==> src/hw/rtl/calendar_date_difference_top_defines.svh <==
// Assertion macros shared by the calendar date difference RTL.
`ifndef CALENDAR_DATE_DIFFERENCE_TOP_DEFINES_SVH
`define CALENDAR_DATE_DIFFERENCE_TOP_DEFINES_SVH

// Same-cycle implication, sampled on aclk and held off during reset.
`define CDD_ASSERT_IMP(lbl, ante, cons, msg) \
    lbl: assert property (@(posedge aclk) disable iff (!aresetn) (ante) |-> (cons)) \
        else $error(msg);

// Next-cycle implication, sampled on aclk and held off during reset.
`define CDD_ASSERT_NXT(lbl, ante, cons, msg) \
    lbl: assert property (@(posedge aclk) disable iff (!aresetn) (ante) |=> (cons)) \
        else $error(msg);

`endif

==> src/hw/rtl/cdd_pkg.sv <==
// Package with constants, codes and calendar tables of the date difference block.
package cdd_pkg;

    // Field widths of the date and result items.
    localparam int DAY_W         = 5;
    localparam int MONTH_W       = 4;
    localparam int DOY_W         = 9;
    localparam int COUNT_W       = 21;
    localparam int M_TDATA_W     = ((COUNT_W + 7) / 8) * 8;
    localparam int M_TUSER_W     = 2;
    localparam int YEAR_BITS_DEF = 12;

    // Pipeline depth, from input register to output register.
    localparam int PIPE_STAGES = 6;

    // Calendar constants.
    localparam int DAYS_PER_YEAR   = 365;
    localparam int CENTURY         = 100;
    localparam int LOW_YEAR_RESET  = 1001;
    localparam int HIGH_YEAR_RESET = 2018;

    localparam logic [MONTH_W-1:0] MONTH_JAN = 4'd1;
    localparam logic [MONTH_W-1:0] MONTH_FEB = 4'd2;
    localparam logic [MONTH_W-1:0] MONTH_DEC = 4'd12;

    // Configuration register indexes.
    localparam int CFG_INDEX_W = 1;
    localparam logic [CFG_INDEX_W-1:0] CFG_LOW_YEAR  = 1'b0;
    localparam logic [CFG_INDEX_W-1:0] CFG_HIGH_YEAR = 1'b1;

    // Days in the months before the given month of a common year.
    function automatic logic [DOY_W-1:0] days_before_month(input logic [MONTH_W-1:0] month);
        logic [DOY_W-1:0] days;
        unique case (month)
            4'd1:    days = 9'd0;
            4'd2:    days = 9'd31;
            4'd3:    days = 9'd59;
            4'd4:    days = 9'd90;
            4'd5:    days = 9'd120;
            4'd6:    days = 9'd151;
            4'd7:    days = 9'd181;
            4'd8:    days = 9'd212;
            4'd9:    days = 9'd243;
            4'd10:   days = 9'd273;
            4'd11:   days = 9'd304;
            4'd12:   days = 9'd334;
            default: days = 9'd0;
        endcase
        return days;
    endfunction

    // Length of the given month in a common year.
    function automatic logic [DAY_W-1:0] month_length(input logic [MONTH_W-1:0] month);
        logic [DAY_W-1:0] len;
        unique case (month)
            4'd1, 4'd3, 4'd5, 4'd7, 4'd8, 4'd10, 4'd12: len = 5'd31;
            4'd4, 4'd6, 4'd9, 4'd11:                    len = 5'd30;
            4'd2:                                       len = 5'd28;
            default:                                    len = 5'd0;
        endcase
        return len;
    endfunction

endpackage

==> src/hw/rtl/calendar_date_difference_top.sv <==
// Top level of the Gregorian date difference block: a six-stage pipeline.
//
// Usage: each request on the s_ channel carries two dates (day, month, year).
// The m_ channel returns one result per request: the absolute number of days
// between the dates in m_tdata, and one validity flag per date in m_tuser.
// The count is zero when either date fails its check (month 1 to 12, day within
// the month with leap Februaries, year inside the configured window).
// A new request is taken every cycle unless a stall fills the pipeline; the
// stages are the input register with window checks, the reciprocal multiply
// for the division by 100, its correction step, the leap and day-of-year
// step, the day-number sum and the output register with the absolute
// difference.
// When the receiver stalls, each stage holds as long as the one after it is
// full, so bubbles are squeezed out and s_tready falls only when all six
// stages hold requests. Nothing is dropped or repeated.
// Reset (aresetn low, synchronous) empties the pipeline and loads the year
// window with 1001 to 2018. The user writes the window through cfg_wr_en,
// cfg_index and cfg_wdata only while the pipeline is empty; no logic enforces it.
module calendar_date_difference_top #(
    parameter int YEAR_BITS = cdd_pkg::YEAR_BITS_DEF,
    localparam int S_TDATA_W =
        ((2 * (cdd_pkg::DAY_W + cdd_pkg::MONTH_W + YEAR_BITS) + 7) / 8) * 8
) (
    input  logic                              aclk,
    input  logic                              aresetn,
    // Configuration write port.
    input  logic                              cfg_wr_en,
    input  logic [cdd_pkg::CFG_INDEX_W-1:0]   cfg_index,
    input  logic [YEAR_BITS-1:0]              cfg_wdata,
    // Request channel.
    input  logic                              s_tvalid,
    output logic                              s_tready,
    // s_tdata from bit 0: day_a, month_a, year_a, day_b, month_b, year_b, zero pad.
    input  logic [S_TDATA_W-1:0]              s_tdata,
    // Result channel.
    output logic                              m_tvalid,
    input  logic                              m_tready,
    // m_tdata from bit 0: day_count, zero pad.
    output logic [cdd_pkg::M_TDATA_W-1:0]     m_tdata,
    // m_tuser from bit 0: first_valid, second_valid.
    output logic [cdd_pkg::M_TUSER_W-1:0]     m_tuser
);

`include "calendar_date_difference_top_defines.svh"

    localparam int DAY_W     = cdd_pkg::DAY_W;
    localparam int MONTH_W   = cdd_pkg::MONTH_W;
    localparam int DOY_W     = cdd_pkg::DOY_W;
    localparam int COUNT_W   = cdd_pkg::COUNT_W;
    localparam int STAGES    = cdd_pkg::PIPE_STAGES;
    localparam int DATE_W    = DAY_W + MONTH_W + YEAR_BITS;
    // Reciprocal of 100 scaled by 2**DIV_SHIFT; the quotient it gives is low by at most one.
    localparam int DIV_SHIFT = YEAR_BITS + 7;
    localparam int RECIP_100 = (1 << DIV_SHIFT) / cdd_pkg::CENTURY;
    localparam int PROD_W    = 2 * YEAR_BITS + 1;
    localparam int REM_W     = 7;
    localparam int DN_W      = YEAR_BITS + 10;

    typedef struct packed {
        logic [DAY_W-1:0]     day;
        logic [MONTH_W-1:0]   month;
        logic [YEAR_BITS-1:0] year;
        logic                 base_ok;
    } st1_t;

    typedef struct packed {
        logic [DAY_W-1:0]     day;
        logic [MONTH_W-1:0]   month;
        logic [YEAR_BITS-1:0] year;
        logic                 base_ok;
        logic [PROD_W-1:0]    prod;
    } st2_t;

    typedef struct packed {
        logic [DAY_W-1:0]     day;
        logic [MONTH_W-1:0]   month;
        logic [YEAR_BITS-1:0] year;
        logic                 base_ok;
        logic [YEAR_BITS-1:0] quo;
        logic [REM_W-1:0]     rem;
    } st3_t;

    typedef struct packed {
        logic [YEAR_BITS-1:0] year;
        logic [YEAR_BITS-1:0] leaps;
        logic [DOY_W-1:0]     doy;
        logic                 ok;
    } st4_t;

    typedef struct packed {
        logic [DN_W-1:0] dn;
        logic            ok;
    } st5_t;

    // Year window registers.
    logic [YEAR_BITS-1:0] low_year_reg, low_year_next;
    logic [YEAR_BITS-1:0] high_year_reg, high_year_next;

    // Pipeline control.
    logic [STAGES-1:0] valid_reg, valid_next;
    logic [STAGES-1:0] adv;

    // Stage data, index 0 for the first date and 1 for the second.
    st1_t st1_reg [2];
    st1_t st1_next [2];
    st2_t st2_reg [2];
    st2_t st2_next [2];
    st3_t st3_reg [2];
    st3_t st3_next [2];
    st4_t st4_reg [2];
    st4_t st4_next [2];
    st5_t st5_reg [2];
    st5_t st5_next [2];
    logic [COUNT_W-1:0] count_reg, count_next;
    logic               fv_reg, fv_next;
    logic               sv_reg, sv_next;

    // Temporaries of the combinational steps.
    logic [DAY_W-1:0]     day_in [2];
    logic [MONTH_W-1:0]   month_in [2];
    logic [YEAR_BITS-1:0] year_in [2];
    logic [YEAR_BITS-1:0] prev2 [2];
    logic [YEAR_BITS-1:0] prev3 [2];
    logic [YEAR_BITS-1:0] quo_est [2];
    logic [YEAR_BITS-1:0] rem_est [2];
    logic                 rem_over [2];
    logic [YEAR_BITS-1:0] prev4 [2];
    logic                 year_zero [2];
    logic                 leap [2];
    logic [YEAR_BITS-1:0] leaps_nz [2];
    logic [DAY_W-1:0]     mlen [2];
    logic                 late_month [2];
    logic [DN_W-1:0]      dn_diff;

    // Configuration writes.
    always_comb begin
        low_year_next  = low_year_reg;
        high_year_next = high_year_reg;
        if (cfg_wr_en) begin
            unique case (cfg_index)
                cdd_pkg::CFG_LOW_YEAR:  low_year_next  = cfg_wdata;
                cdd_pkg::CFG_HIGH_YEAR: high_year_next = cfg_wdata;
                default:                low_year_next  = low_year_reg;
            endcase
        end
    end

    always_ff @(posedge aclk) begin
        if (!aresetn) begin
            low_year_reg  <= YEAR_BITS'(cdd_pkg::LOW_YEAR_RESET);
            high_year_reg <= YEAR_BITS'(cdd_pkg::HIGH_YEAR_RESET);
        end else begin
            low_year_reg  <= low_year_next;
            high_year_reg <= high_year_next;
        end
    end

    // Stage advance: a stage moves when it is empty or the next one moves.
    always_comb begin
        adv[STAGES-1] = !valid_reg[STAGES-1] || m_tready;
        for (int k = STAGES - 2; k >= 0; k--) begin
            adv[k] = !valid_reg[k] || adv[k+1];
        end
        valid_next[0] = adv[0] ? s_tvalid : valid_reg[0];
        for (int k = 1; k < STAGES; k++) begin
            valid_next[k] = adv[k] ? valid_reg[k-1] : valid_reg[k];
        end
    end

    always_ff @(posedge aclk) begin
        if (!aresetn) begin
            valid_reg <= '0;
        end else begin
            valid_reg <= valid_next;
        end
    end

    assign s_tready = adv[0];

    // Unpack the request into the two dates.
    assign day_in[0]   = s_tdata[DAY_W-1:0];
    assign month_in[0] = s_tdata[DAY_W +: MONTH_W];
    assign year_in[0]  = s_tdata[DAY_W+MONTH_W +: YEAR_BITS];
    assign day_in[1]   = s_tdata[DATE_W +: DAY_W];
    assign month_in[1] = s_tdata[DATE_W+DAY_W +: MONTH_W];
    assign year_in[1]  = s_tdata[DATE_W+DAY_W+MONTH_W +: YEAR_BITS];

    always_comb begin
        for (int i = 0; i < 2; i++) begin
            // Stage 1: month range and year window checks.
            st1_next[i].day     = day_in[i];
            st1_next[i].month   = month_in[i];
            st1_next[i].year    = year_in[i];
            st1_next[i].base_ok = (month_in[i] >= cdd_pkg::MONTH_JAN)
                               && (month_in[i] <= cdd_pkg::MONTH_DEC)
                               && (year_in[i] >= low_year_reg)
                               && (year_in[i] <= high_year_reg);

            // Stage 2: multiply the previous year by the reciprocal of 100.
            prev2[i]            = st1_reg[i].year - YEAR_BITS'(1);
            st2_next[i].day     = st1_reg[i].day;
            st2_next[i].month   = st1_reg[i].month;
            st2_next[i].year    = st1_reg[i].year;
            st2_next[i].base_ok = st1_reg[i].base_ok;
            st2_next[i].prod    = PROD_W'(prev2[i]) * PROD_W'(RECIP_100);

            // Stage 3: correct the estimate so the remainder is below 100.
            prev3[i]    = st2_reg[i].year - YEAR_BITS'(1);
            quo_est[i]  = YEAR_BITS'(st2_reg[i].prod >> DIV_SHIFT);
            rem_est[i]  = prev3[i] - YEAR_BITS'(quo_est[i] * YEAR_BITS'(cdd_pkg::CENTURY));
            rem_over[i] = rem_est[i] >= YEAR_BITS'(cdd_pkg::CENTURY);
            st3_next[i].day     = st2_reg[i].day;
            st3_next[i].month   = st2_reg[i].month;
            st3_next[i].year    = st2_reg[i].year;
            st3_next[i].base_ok = st2_reg[i].base_ok;
            st3_next[i].quo     = quo_est[i] + YEAR_BITS'(rem_over[i]);
            st3_next[i].rem     = rem_over[i]
                                ? REM_W'(rem_est[i] - YEAR_BITS'(cdd_pkg::CENTURY))
                                : REM_W'(rem_est[i]);

            // Stage 4: leap flag, leap years before this one, day check, day of year.
            // A year is a century year when the year before it leaves 99; it is a
            // leap century when that quotient is three modulo four.
            prev4[i]     = st3_reg[i].year - YEAR_BITS'(1);
            year_zero[i] = st3_reg[i].year == '0;
            leap[i]      = year_zero[i]
                        || ((st3_reg[i].year[1:0] == 2'b00)
                            && ((st3_reg[i].rem != REM_W'(cdd_pkg::CENTURY - 1))
                                || (st3_reg[i].quo[1:0] == 2'b11)));
            leaps_nz[i]  = (prev4[i] >> 2) - st3_reg[i].quo + (st3_reg[i].quo >> 2)
                         + YEAR_BITS'(1);
            mlen[i]      = cdd_pkg::month_length(st3_reg[i].month)
                         + DAY_W'((st3_reg[i].month == cdd_pkg::MONTH_FEB) && leap[i]);
            late_month[i] = (st3_reg[i].month > cdd_pkg::MONTH_FEB)
                         && (st3_reg[i].month <= cdd_pkg::MONTH_DEC);
            st4_next[i].year  = st3_reg[i].year;
            st4_next[i].leaps = year_zero[i] ? '0 : leaps_nz[i];
            st4_next[i].doy   = cdd_pkg::days_before_month(st3_reg[i].month)
                              + DOY_W'(st3_reg[i].day) - DOY_W'(1)
                              + DOY_W'(late_month[i] && leap[i]);
            st4_next[i].ok    = st3_reg[i].base_ok
                             && (st3_reg[i].day != '0)
                             && (st3_reg[i].day <= mlen[i]);

            // Stage 5: day number counted from the first day of year zero.
            st5_next[i].dn = DN_W'(st4_reg[i].year) * DN_W'(cdd_pkg::DAYS_PER_YEAR)
                           + DN_W'(st4_reg[i].leaps) + DN_W'(st4_reg[i].doy);
            st5_next[i].ok = st4_reg[i].ok;
        end

        // Stage 6: absolute difference, zero when either date fails.
        dn_diff    = (st5_reg[0].dn > st5_reg[1].dn) ? (st5_reg[0].dn - st5_reg[1].dn)
                                                     : (st5_reg[1].dn - st5_reg[0].dn);
        fv_next    = st5_reg[0].ok;
        sv_next    = st5_reg[1].ok;
        count_next = (st5_reg[0].ok && st5_reg[1].ok) ? COUNT_W'(dn_diff) : '0;
    end

    // Payload registers load when their stage advances.
    always_ff @(posedge aclk) begin
        for (int i = 0; i < 2; i++) begin
            if (adv[0]) begin
                st1_reg[i] <= st1_next[i];
            end
            if (adv[1]) begin
                st2_reg[i] <= st2_next[i];
            end
            if (adv[2]) begin
                st3_reg[i] <= st3_next[i];
            end
            if (adv[3]) begin
                st4_reg[i] <= st4_next[i];
            end
            if (adv[4]) begin
                st5_reg[i] <= st5_next[i];
            end
        end
        if (adv[5]) begin
            count_reg <= count_next;
            fv_reg    <= fv_next;
            sv_reg    <= sv_next;
        end
    end

    // Result channel.
    assign m_tvalid = valid_reg[STAGES-1];
    assign m_tdata  = cdd_pkg::M_TDATA_W'(count_reg);
    assign m_tuser  = {sv_reg, fv_reg};

    // Back pressure reaches the input only when every stage holds a request.
    `CDD_ASSERT_IMP(a_full_when_blocked, !s_tready, (&valid_reg) && !m_tready,
        "request refused while the pipeline has room")
    // An invalid date never produces a nonzero day count.
    `CDD_ASSERT_IMP(a_zero_count_invalid, m_tvalid && (!m_tuser[0] || !m_tuser[1]),
        m_tdata == '0, "nonzero day count for an invalid date")
    // A stalled output keeps the request behind it in stage five.
    `CDD_ASSERT_NXT(a_stall_keeps_stage5, valid_reg[STAGES-2] && m_tvalid && !m_tready,
        valid_reg[STAGES-2] && m_tvalid, "stage five lost a request during a stall")

endmodule

==> config.mk <==
export PLATFORM = sky130hd
export DESIGN_NAME = calendar_date_difference_top
export DESIGN_NICKNAME = d
export VERILOG_FILES = /design/src/hw/rtl/cdd_pkg.sv /design/src/hw/rtl/calendar_date_difference_top.sv
export VERILOG_INCLUDE_DIRS = /design/src /design/src/hw/rtl
export SDC_FILE = /design/constraint.sdc
export NUM_CORES = 1
export LEC_CHECK = 0
export BUFFER_PORTS_ARGS = -buffer_cell sky130_fd_sc_hd__buf_2
export CORE_UTILIZATION = 40
export CTS_CLUSTER_SIZE = 24
export DETAILED_ROUTE_END_ITERATION = 6
export GPL_TIMING_DRIVEN = 1
export SETUP_SLACK_MARGIN = 0.02
export SLEW_MARGIN = 0
export SYNTH_ARGS = -nofsm -noshare
export SYNTH_HDL_FRONTEND = slang
export SYNTH_SLANG_ARGS = --single-unit
==> constraint.sdc <==
create_clock -name aclk -period 8.05 [get_ports aclk]
set_input_delay 1.61 -clock aclk [delete_from_list [all_inputs] [get_ports aclk]]
set_output_delay 1.61 -clock aclk [all_outputs]
set_load 0.005 [all_outputs]
; Word-level counts from Yosys, hierarchy flattened
; Memories as Yosys holds them, arrays and structs flattened.
; Cells that the tools add are included.
[op_classes]
bitwise_logic = 1
n_reduce_logical = 43
add_sub_neg = 32
mux = 15
eq_ne = 6
magnitude_cmp = 17
n_mul = 6
[ops]
columns = operator, n
row1 = $sub A12 B1 Y12 const B, 6
row2 = $mul A12 B12 Y24 const B, 2
row3 = $add A21 B12 Y22, 2
row4 = $add A22 B9 Y22, 2
row5 = $mul A12 B9 Y21 const B, 2
row6 = $sub A21 B21 Y21, 2
row7 = $add A12 B1 Y12 const B, 2
row8 = $add A12 B10 Y12, 2
row9 = $ge A12 B12 Y1, 2
row10 = $ge A12 B7 Y1 const B, 2
row11 = $le A12 B12 Y1, 2
row12 = $logic_not A12 Y1, 2
row13 = $mux W12, 2
row14 = $sub A10 B12 Y12, 2
row15 = $sub A12 B12 Y12, 2
row16 = $gt A22 B22 Y1, 1
row17 = $mux W21, 1
row18 = $mul A6 B5 Y10 const B, 2
row19 = $logic_and A1 B1 Y1, 19
row20 = $add A9 B1 Y9, 2
row21 = $add A9 B5 Y9, 2
row22 = $sub A9 B1 Y9 const B, 2
row23 = $le A4 B4 Y1 const B, 4
row24 = $add A6 B1 Y7, 2
row25 = other kinds (16), 51
[totals]
ram_bits = 322
regBits = 53
elab_cells = 140
mem_bits_ro = 448
mem_count = 9
[mem_list]
columns = name, depth, word_bits, read_ports, rd_clocked_by_memory_dff, wr, line
row1 = (no name shown), 16, 9, 1, 0, 0, cdd_pkg.sv:34  ; unique case (month)
row2 = (no name shown), 16, 9, 1, 0, 0, cdd_pkg.sv:34
row3 = st2_reg, 2, 46, 2, 0, 2, calendar_date_difference_top.sv:106  ; st2_t st2_reg [2];
row4 = (no name shown), 16, 5, 1, 0, 0, cdd_pkg.sv:55  ; unique case (month)
row5 = (no name shown), 16, 5, 1, 0, 0, cdd_pkg.sv:55
row6 = st3_reg, 2, 36, 2, 0, 2, calendar_date_difference_top.sv:108  ; st3_t st3_reg [2];
row7 = 3 more memories, n/a, n/a, n/a, n/a, n/a, n/a

; Logic depth before layout (Yosys ltp)
; Gate-level depths: netlist (run 1).
[depth]
word_depth = 9
ltp_mapped = 28
mapped_depth_nobuf = 28

; Least setup slack after synthesis (run 1)
; Ideal clock, no wire load.
[synth_path]
path_type = register -> register
start = memory st1_reg[0][1] in the netlist's numbering
end = memory st2_reg[0][23] in the netlist's numbering, data pin
synth_period_minus_slack_ns = 6.253
required_time_ns = 7.790
slack_ns = 1.797
arrival_time_ns = 5.993
path_stages_with_launch = 25
setup_time_ns = 0.260
n_path_buf = 0
path_cell_list = edfxtp_1 > inv_1 > ha_1 > nand2_1 > nor4_1 > nand3b_1 > xnor2_1 > xnor2_1 > ha_1 > ha_1 > fa_1 > fa_1 > inv_1 > fa_1 > inv_1 > ha_1 > a21o_1 > a21o_1 > a21o_1 > a21oi_1 > o31ai_1 > o41ai_1 > o21bai_1 > a21oi_1 > xnor2_1
[synth_rtl]
columns = element, line
row1 = start: declaration, calendar_date_difference_top.sv:104  ; st1_t st1_reg [2];
row2 = end: declaration, calendar_date_difference_top.sv:106

==> results.py, run 1 <==
metrics = {
    "run_status": {
        "status": "finished clean",
    },
    "timing": {
        "setup_viol": 0,
        "worst_pin_slew_ns": 1.206,
        "rsz0062_at_grt": "false",
        "fin_skew_ns": 0.04500,
        "max_slew_margin_pct": 19.43,
        "max_freq_ghz": 0.1435,
        "slew_violations": 0,
        "finalHoldViolations": 0,
        "finalSetupTns_ns": 0,
        "period_share_pct": 86.56,
        "period_needed_ns": 6.968,
    },
    "grt": {
        "grt_pass1_vias": 19240,
        "grt_usage_pct": 15.27,
        "grt_pass1_wl_um": 95740,
        "grt_max_degree": 73,
        "grt_overflow": 0,
        "antenna_found_initial": 9,
    },
    "synthesis": {
        "ys.flop_type": "edfxtp_1",
        "syn_area_sq_um": 30310,
        "yosys_warnings": 0,
        "synth_seq_cells": 339,
        "syn_area_per_cell_sq_um": 10.60,
        "synthDistinctLibCells": 67,
        "synth_seq_area_share_pct": 32.59,
        "ys_async_sr_fraction_pct": 0,
        "synth_edf_count": 309,
        "synthCells": 2859,
    },
    "clocking": {
        "clk_pin_slew_ns": 0.06,
        "cts-root-buf": "clkbuf_16",
        "cts.sinks": 339,
        "postCtsSetupBuffers": 0,
        "cts_hold_buf": 0,
        "h-tree-depth": 2,
        "numCtsBuffers": 42,
        "worstSkewPairLatency_ns": 0.59,
        "cts_max_path_buffers": 3,
        "cts_tree": "done",
        "ctsResizeCount": 0,
    },
    "die": {
        "die_w_um": 277.3,
        "dieArea_sq_um": 76890,
        "io_pins": 94,
        "start_util_pct": 40.58,
        "coreArea_sq_um": 74700,
        "row_count": 100,
        "die_h_um": 277.3,
    },
    "critical_path": {
        "reg2regPathDepth": 22,
        "worstPathArrival_ns": 7.32,
        "r2r_setup_slack_ns": 1.08,
        "start_kind": "register",
        "cp_max_fo": 6,
        "cp_slowest_cell": "nor4_1",
        "critPathMaxStageDelay_ns": 0.61,
        "timing.rr.start": "st1_reg[0][1]$_DFFE_PP_",
        "endpoint_kind": "register",
        "reg2reg_to": "st2_reg[0][23]$_DFFE_PP_",
        "cp_cell_sequence": "inv_1 > ha_1 > nand2_1 > nor4_1 > nand2_1 > xor2_1 > inv_1 > ha_1 > ha_1 > ha_1 > fa_1 > inv_1 > fa_1 > inv_1 > ha_1 > or3_1 > a2111oi_0 > o31ai_1 > o41ai_1 > o21bai_1 > a21oi_1 > xnor2_1",
        "critPathMostFrequentCell": "ha_1",
        "crit_required_ns": 8.40,
        "path_class": "register to register",
    },
    "finish": {
        "mostFrequentLayoutCell": "ha_1",
        "fill_cells": 7039,
        "nets": 3767,
        "syn2layout_area_growth_pct": 9.642,
        "largest_register_ff_count": 72,
        "final_cell_mix": "ha_1 (559), inv_1 (540), edfxtp_1 (309), fa_1 (189), xnor2_1 (140)",
        "drive_gt1_share_pct": 6.160,
    },
    "hold_path": {
        "hold_end": "st3_reg[0][68]$_DFFE_PP_",
        "hold_path.class": "register to register",
        "holdPathStages": 0,
        "min-delay-start": "st2_reg[0][88]$_DFFE_PP_",
    },
    "detailed_routing": {
        "post-route-drc-count": 0,
        "vias": 19250,
        "firstDrtPassIters": 5,
        "ant_nets": 0,
        "drt_iter0_drc": 946,
        "viasPerCell": 4.860,
        "wire_per_inst_um": 14.56,
        "wirelength_um": 57640,
    },
    "placement": {
        "hpwlAfterDp_um": 47990,
        "io_buffers": 84,
        "routabilityCongestion": 0.8977,
    },
    "flow_run": {
        "cap_violations": 0,
    },
}
[per-layer routing]
layer  part of all wire [%]  up-vias  track usage [%]
met3                    4.4       88            2.754
met5                   0.13        -                0
li1                       -     9972                -
met2                     45      279            25.04
met1                     48     8896            20.61
met4                    2.2       12            4.231
[metrics by stage]
stage                     cells  hold slack, ns  util [%]  area [sq um]  setup WS, ns
after floorplan            2861          0.4003         -         30320         1.797
after global placement     3878          0.4015     42.61         31830         1.041
after detailed placement   3878          0.4045     42.61         31830         1.020
after CTS                  3956          0.4181     44.48         33230        0.9906
after global routing       3959          0.4191     44.49         33230        0.4448
final                      3960          0.4130     44.49         33240         1.082
[cell usage after synthesis, types with 29 or more instances]
| library cell | instances | area [sq um] |
|---|---|---|
| ha_1 | 559 | 6994 |
| inv_1 | 542 | 2034 |
| edfxtp_1 | 309 | 9279 |
| fa_1 | 189 | 3784 |
| xnor2_1 | 140 | 1226 |
| nand2_1 | 129 | 484.2 |
| a21oi_1 | 127 | 635.6 |
| nor2_1 | 126 | 473.0 |
| o21ai_0 | 85 | 425.4 |
| a21o_1 | 58 | 435.4 |
| nor3_1 | 49 | 245.2 |
| xor2_1 | 47 | 411.6 |
| nor2b_1 | 39 | 244.0 |
| nand3_1 | 32 | 160.2 |
| clkbuf_1 | 30 | 112.6 |
| dfxtp_1 | 30 | 600.6 |
| o21a_1 | 29 | 217.7 |
[area by class of cell]
| class | count | area [sq um] | share of cell area (%) |
|---|---|---|---|
| tap | 969 | 1212 | 3.648 |
| inverter | 542 | 2034 | 6.121 |
| timing repair buffer | 91 | 473.0 | 1.423 |
| multi-input combinational | 1937 | 18230 | 54.85 |
| antenna | 4 | 10.01 | 0.03012 |
| sequential | 339 | 9879 | 29.73 |
| clock buffer | 48 | 1084 | 3.260 |
| clock inverter | 30 | 314.1 | 0.9449 |
[cells by family (layout without fill, tap and decap cells)]
family	count (synthesis)	count (layout)	share of synthesized area [%]
and+or+nand+nor	504	504	8.193
muxes	27	27	0.9163
AOI/OAI and AO/OA	465	465	9.898
buffers and inverters	585	711	7.331
other	1	7	0.01237
adders and majority gates	751	751	35.65
xor gates and xnor gates	187	187	5.403
DFF	339	339	32.59
[worst max-delay path: cells and delay by family (launching register included)]
family | cells | cell delay [ns]
fa+ha+maj | 7 | 2.45
compound gates | 5 | 1.63
simple gates | 4 | 1.19
xor+xnor | 2 | 0.52
flops | 1 | 0.48
buf+inv | 4 | 0.46
[how the worst max path moves through the flow]
stage / endpoint / startpoint / slack (ns)
after detailed placement: st2_reg[0][23]$_DFFE_PP_ / st1_reg[0][1]$_DFFE_PP_ / 1.02
after floorplan: st2_reg[0][23]$_DFFE_PP_ / st1_reg[0][1]$_DFFE_PP_ / 1.80
after global placement: st2_reg[0][23]$_DFFE_PP_ / st1_reg[0][1]$_DFFE_PP_ / 1.04
after CTS: st2_reg[0][23]$_DFFE_PP_ / st1_reg[0][1]$_DFFE_PP_ / 0.99
final: st2_reg[0][23]$_DFFE_PP_ / st1_reg[0][1]$_DFFE_PP_ / 1.08
after global routing: st2_reg[0][23]$_DFFE_PP_ / st1_reg[0][1]$_DFFE_PP_ / 0.44
Power of run 1 is left out: the tool's default activity adds up to more than one toggle a clock period on the data nets, which glitch-free logic cannot reach.
==> run 2: changes to the inputs <==
--- a/config.mk
+++ b/config.mk
@@ -6,7 +6,8 @@
 export SDC_FILE = /design/constraint.sdc
 export NUM_CORES = 1
 export LEC_CHECK = 0
-export BUFFER_PORTS_ARGS = -buffer_cell sky130_fd_sc_hd__buf_2
+export BUFFER_PORTS_ARGS = -buffer_cell sky130_fd_sc_hd__buf_4
+export CORE_MARGIN = 5
 export CORE_UTILIZATION = 40
 export CTS_CLUSTER_SIZE = 24
 export DETAILED_ROUTE_END_ITERATION = 6
==> run 2 against run 1 <==
Against the previous run: via count is 0.16% higher; core utilization is 0.19 points lower; clock-buffer cell count is 1 higher; fmax is 1.2% lower; hold slack better by 0.0039 ns; setup slack worse by 0.083 ns; critical endpoint unchanged; highest routed layer unchanged.
==> results.py, run 2 (synthesis gave the netlist of run 1 again) <==
metrics = {
    "power_and_ir_drop": {
        "p_int_mw": 8.362,
        "p_comb_share_pct": 67.1,
        "clkPwrFrac_pct": 13.0,
        "pwr-share-seq_pct": 19.9,
        "total_leakage_power_nw": 16.13,
        "switchingPower_mw": 6.510,
        "swShare_pct": 43.77,
        "peakVddDrop_mv": 0.2502,
        "p_per_area_nw_per_um2": 444.2,
    },
    "timing": {
        "fin_skew_ns": 0.02612,
        "period_share_pct": 87.58,
        "setup_viol": 0,
        "rsz0062_at_grt": "false",
        "fin_hold_ws_ns": 0.4170,
        "finalSetupTns_ns": 0,
        "period_needed_ns": 7.050,
        "max_slew_margin_pct": 20.43,
        "slew_violations": 0,
        "finalHoldViolations": 0,
        "fin_ws_ns": 0.9997,
        "max_freq_ghz": 0.1418,
        "worst_pin_slew_ns": 1.191,
    },
    "finish": {
        "final_cell_mix": "ha_1 (559), inv_1 (540), edfxtp_1 (309), fa_1 (189), xnor2_1 (140)",
        "utilization_pct": 44.31,
        "drive_gt1_share_pct": 6.200,
        "multiInputGateArea_sq_um": 18230,
        "nets": 3766,
        "mostFrequentLayoutCell": "ha_1",
        "regArea_sq_um": 9879,
        "largest_register_ff_count": 72,
        "syn2layout_area_growth_pct": 10.46,
        "fill_cells": 7199,
        "final_area_sq_um": 33480,
        "n_antenna_cell": 0,
    },
    "die": {
        "start_util_pct": 40.11,
        "io_pins": 94,
        "die_h_um": 285.3,
        "coreArea_sq_um": 75570,
        "die_w_um": 285.3,
        "row_count": 101,
        "dieArea_sq_um": 81390,
    },
    "grt": {
        "grt_pass1_wl_um": 96920,
        "grt_pass1_vias": 19440,
        "grt_overflow": 0,
        "grt_usage_pct": 14.40,
        "antenna_found_initial": 4,
        "grt_max_degree": 69,
    },
    "clocking": {
        "postCtsSetupBuffers": 0,
        "clk_pin_slew_ns": 0.06,
        "cts_max_path_buffers": 3,
        "cts_hold_buf": 0,
        "cts_tree": "done",
        "cts.sinks": 339,
        "cts-root-buf": "clkbuf_16",
        "ctsResizeCount": 0,
        "worstSkewPairLatency_ns": 0.57,
        "numCtsBuffers": 41,
        "h-tree-depth": 2,
    },
    "detailed_routing": {
        "vias": 19280,
        "ant_nets": 0,
        "drt_iter0_drc": 895,
        "wire_per_inst_um": 14.64,
        "post-route-drc-count": 0,
        "viasPerCell": 4.865,
        "firstDrtPassIters": 5,
        "wirelength_um": 58000,
    },
    "critical_path": {
        "critPathMostFrequentCell": "ha_1",
        "r2r_setup_slack_ns": 1.0,
        "cp_slowest_cell": "xnor2_1",
        "cp_max_fo": 7,
        "cp_cell_sequence": "inv_1 > ha_1 > nand2_1 > nor4_1 > nand3b_1 > xnor2_1 > xnor2_1 > ha_1 > ha_1 > fa_1 > fa_1 > inv_1 > fa_1 > inv_1 > ha_1 > a21o_1 > a21o_1 > a21o_1 > a21oi_1 > o31ai_1 > o41ai_1 > o21bai_1 > a21oi_1 > xnor2_1",
        "path_class": "register to register",
        "endpoint_kind": "register",
        "crit_required_ns": 8.35,
        "start_kind": "register",
        "critPathMaxStageDelay_ns": 0.60,
        "worstPathArrival_ns": 7.35,
    },
    "flow_run": {
        "cap_violations": 0,
    },
    "placement": {
        "hpwlAfterDp_um": 48810,
        "routabilityCongestion": 0.8591,
        "io_buffers": 84,
        "post_dp_cell_area_sq_um": 32050,
        "dp_slack_ns": 0.9127,
    },
    "hold_path": {
        "hold_path.class": "register to register",
    },
    "run_status": {
        "status": "finished clean",
    },
}
run 2: changes by cell type in the layout (fill, tap and decap cells not counted), sizes merged:
cell | before | now
clkinv | 19 | 13
inv | 547 | 545
clkinvlp | 3 | 4
clkbuf | 48 | 49
diode | 4 | 0
bufinv | 3 | 6
run 2: area by class of cell:
class / count / area share (%)
multi-input combinational: 1937 / 54.44
clock inverter: 26 / 1.005
sequential: 339 / 29.51
tap: 978 / 3.655
timing repair buffer: 91 / 2.040
inverter: 542 / 6.076
clock buffer: 49 / 3.277
run 2: metal layers:
layer	GRT usage, %	routed length, um	vias to the layer above
met5	0	61	-
met4	3.093	1001	8
met3	2.262	1953	69
met2	24.15	27030	215
met1	19.85	27950	9025
li1	-	-	9960
run 2: worst paths after layout:
check,startpoint,to,cells past startpoint
worst max-delay path,st1_reg[0][1]$_DFFE_PP_,st2_reg[0][23]$_DFFE_PP_,24
worst min-delay path,st2_reg[0][39]$_DFFE_PP_,st3_reg[0][29]$_DFFE_PP_,0
worst max register to register,st1_reg[0][1]$_DFFE_PP_,st2_reg[0][23]$_DFFE_PP_,24
worst min register to register,st2_reg[0][39]$_DFFE_PP_,st3_reg[0][29]$_DFFE_PP_,0
run 2: per-stage QoR:
step,cells,power [mW]
after floorplan,2861,10.79
after global placement,3887,12.95
after detailed placement,3887,13.03
after CTS,3962,15.06
after global routing,3962,16.57
final,3962,14.87
run 2: power by group through the flow:
stage | clock network (mW) | registers, mW | logic [mW]
2_1_floorplan | 0 | 2.88 | 7.91
3_3_place_gp | 0 | 3.00 | 9.95
3_5_place_dp | 0 | 3.01 | 10.0
4_1_cts | 1.99 | 2.97 | 10.1
5_1_grt | 2.07 | 3.01 | 11.5
6_report | 1.93 | 2.96 | 9.98
run 2: critical path: cells and delay by family (launching register included):
| family | cells | cell delay [ns] |
|---|---|---|
| adder cells (fa/ha/maj) | 7 | 2.55 |
| AO/OA/AOI/OAI | 8 | 1.72 |
| AND/OR/NAND/NOR | 3 | 0.91 |
| XOR/XNOR | 3 | 0.84 |
| flip-flops | 1 | 0.48 |
| buffers and inverters | 3 | 0.29 |
(Power assumes the default switching activity.)
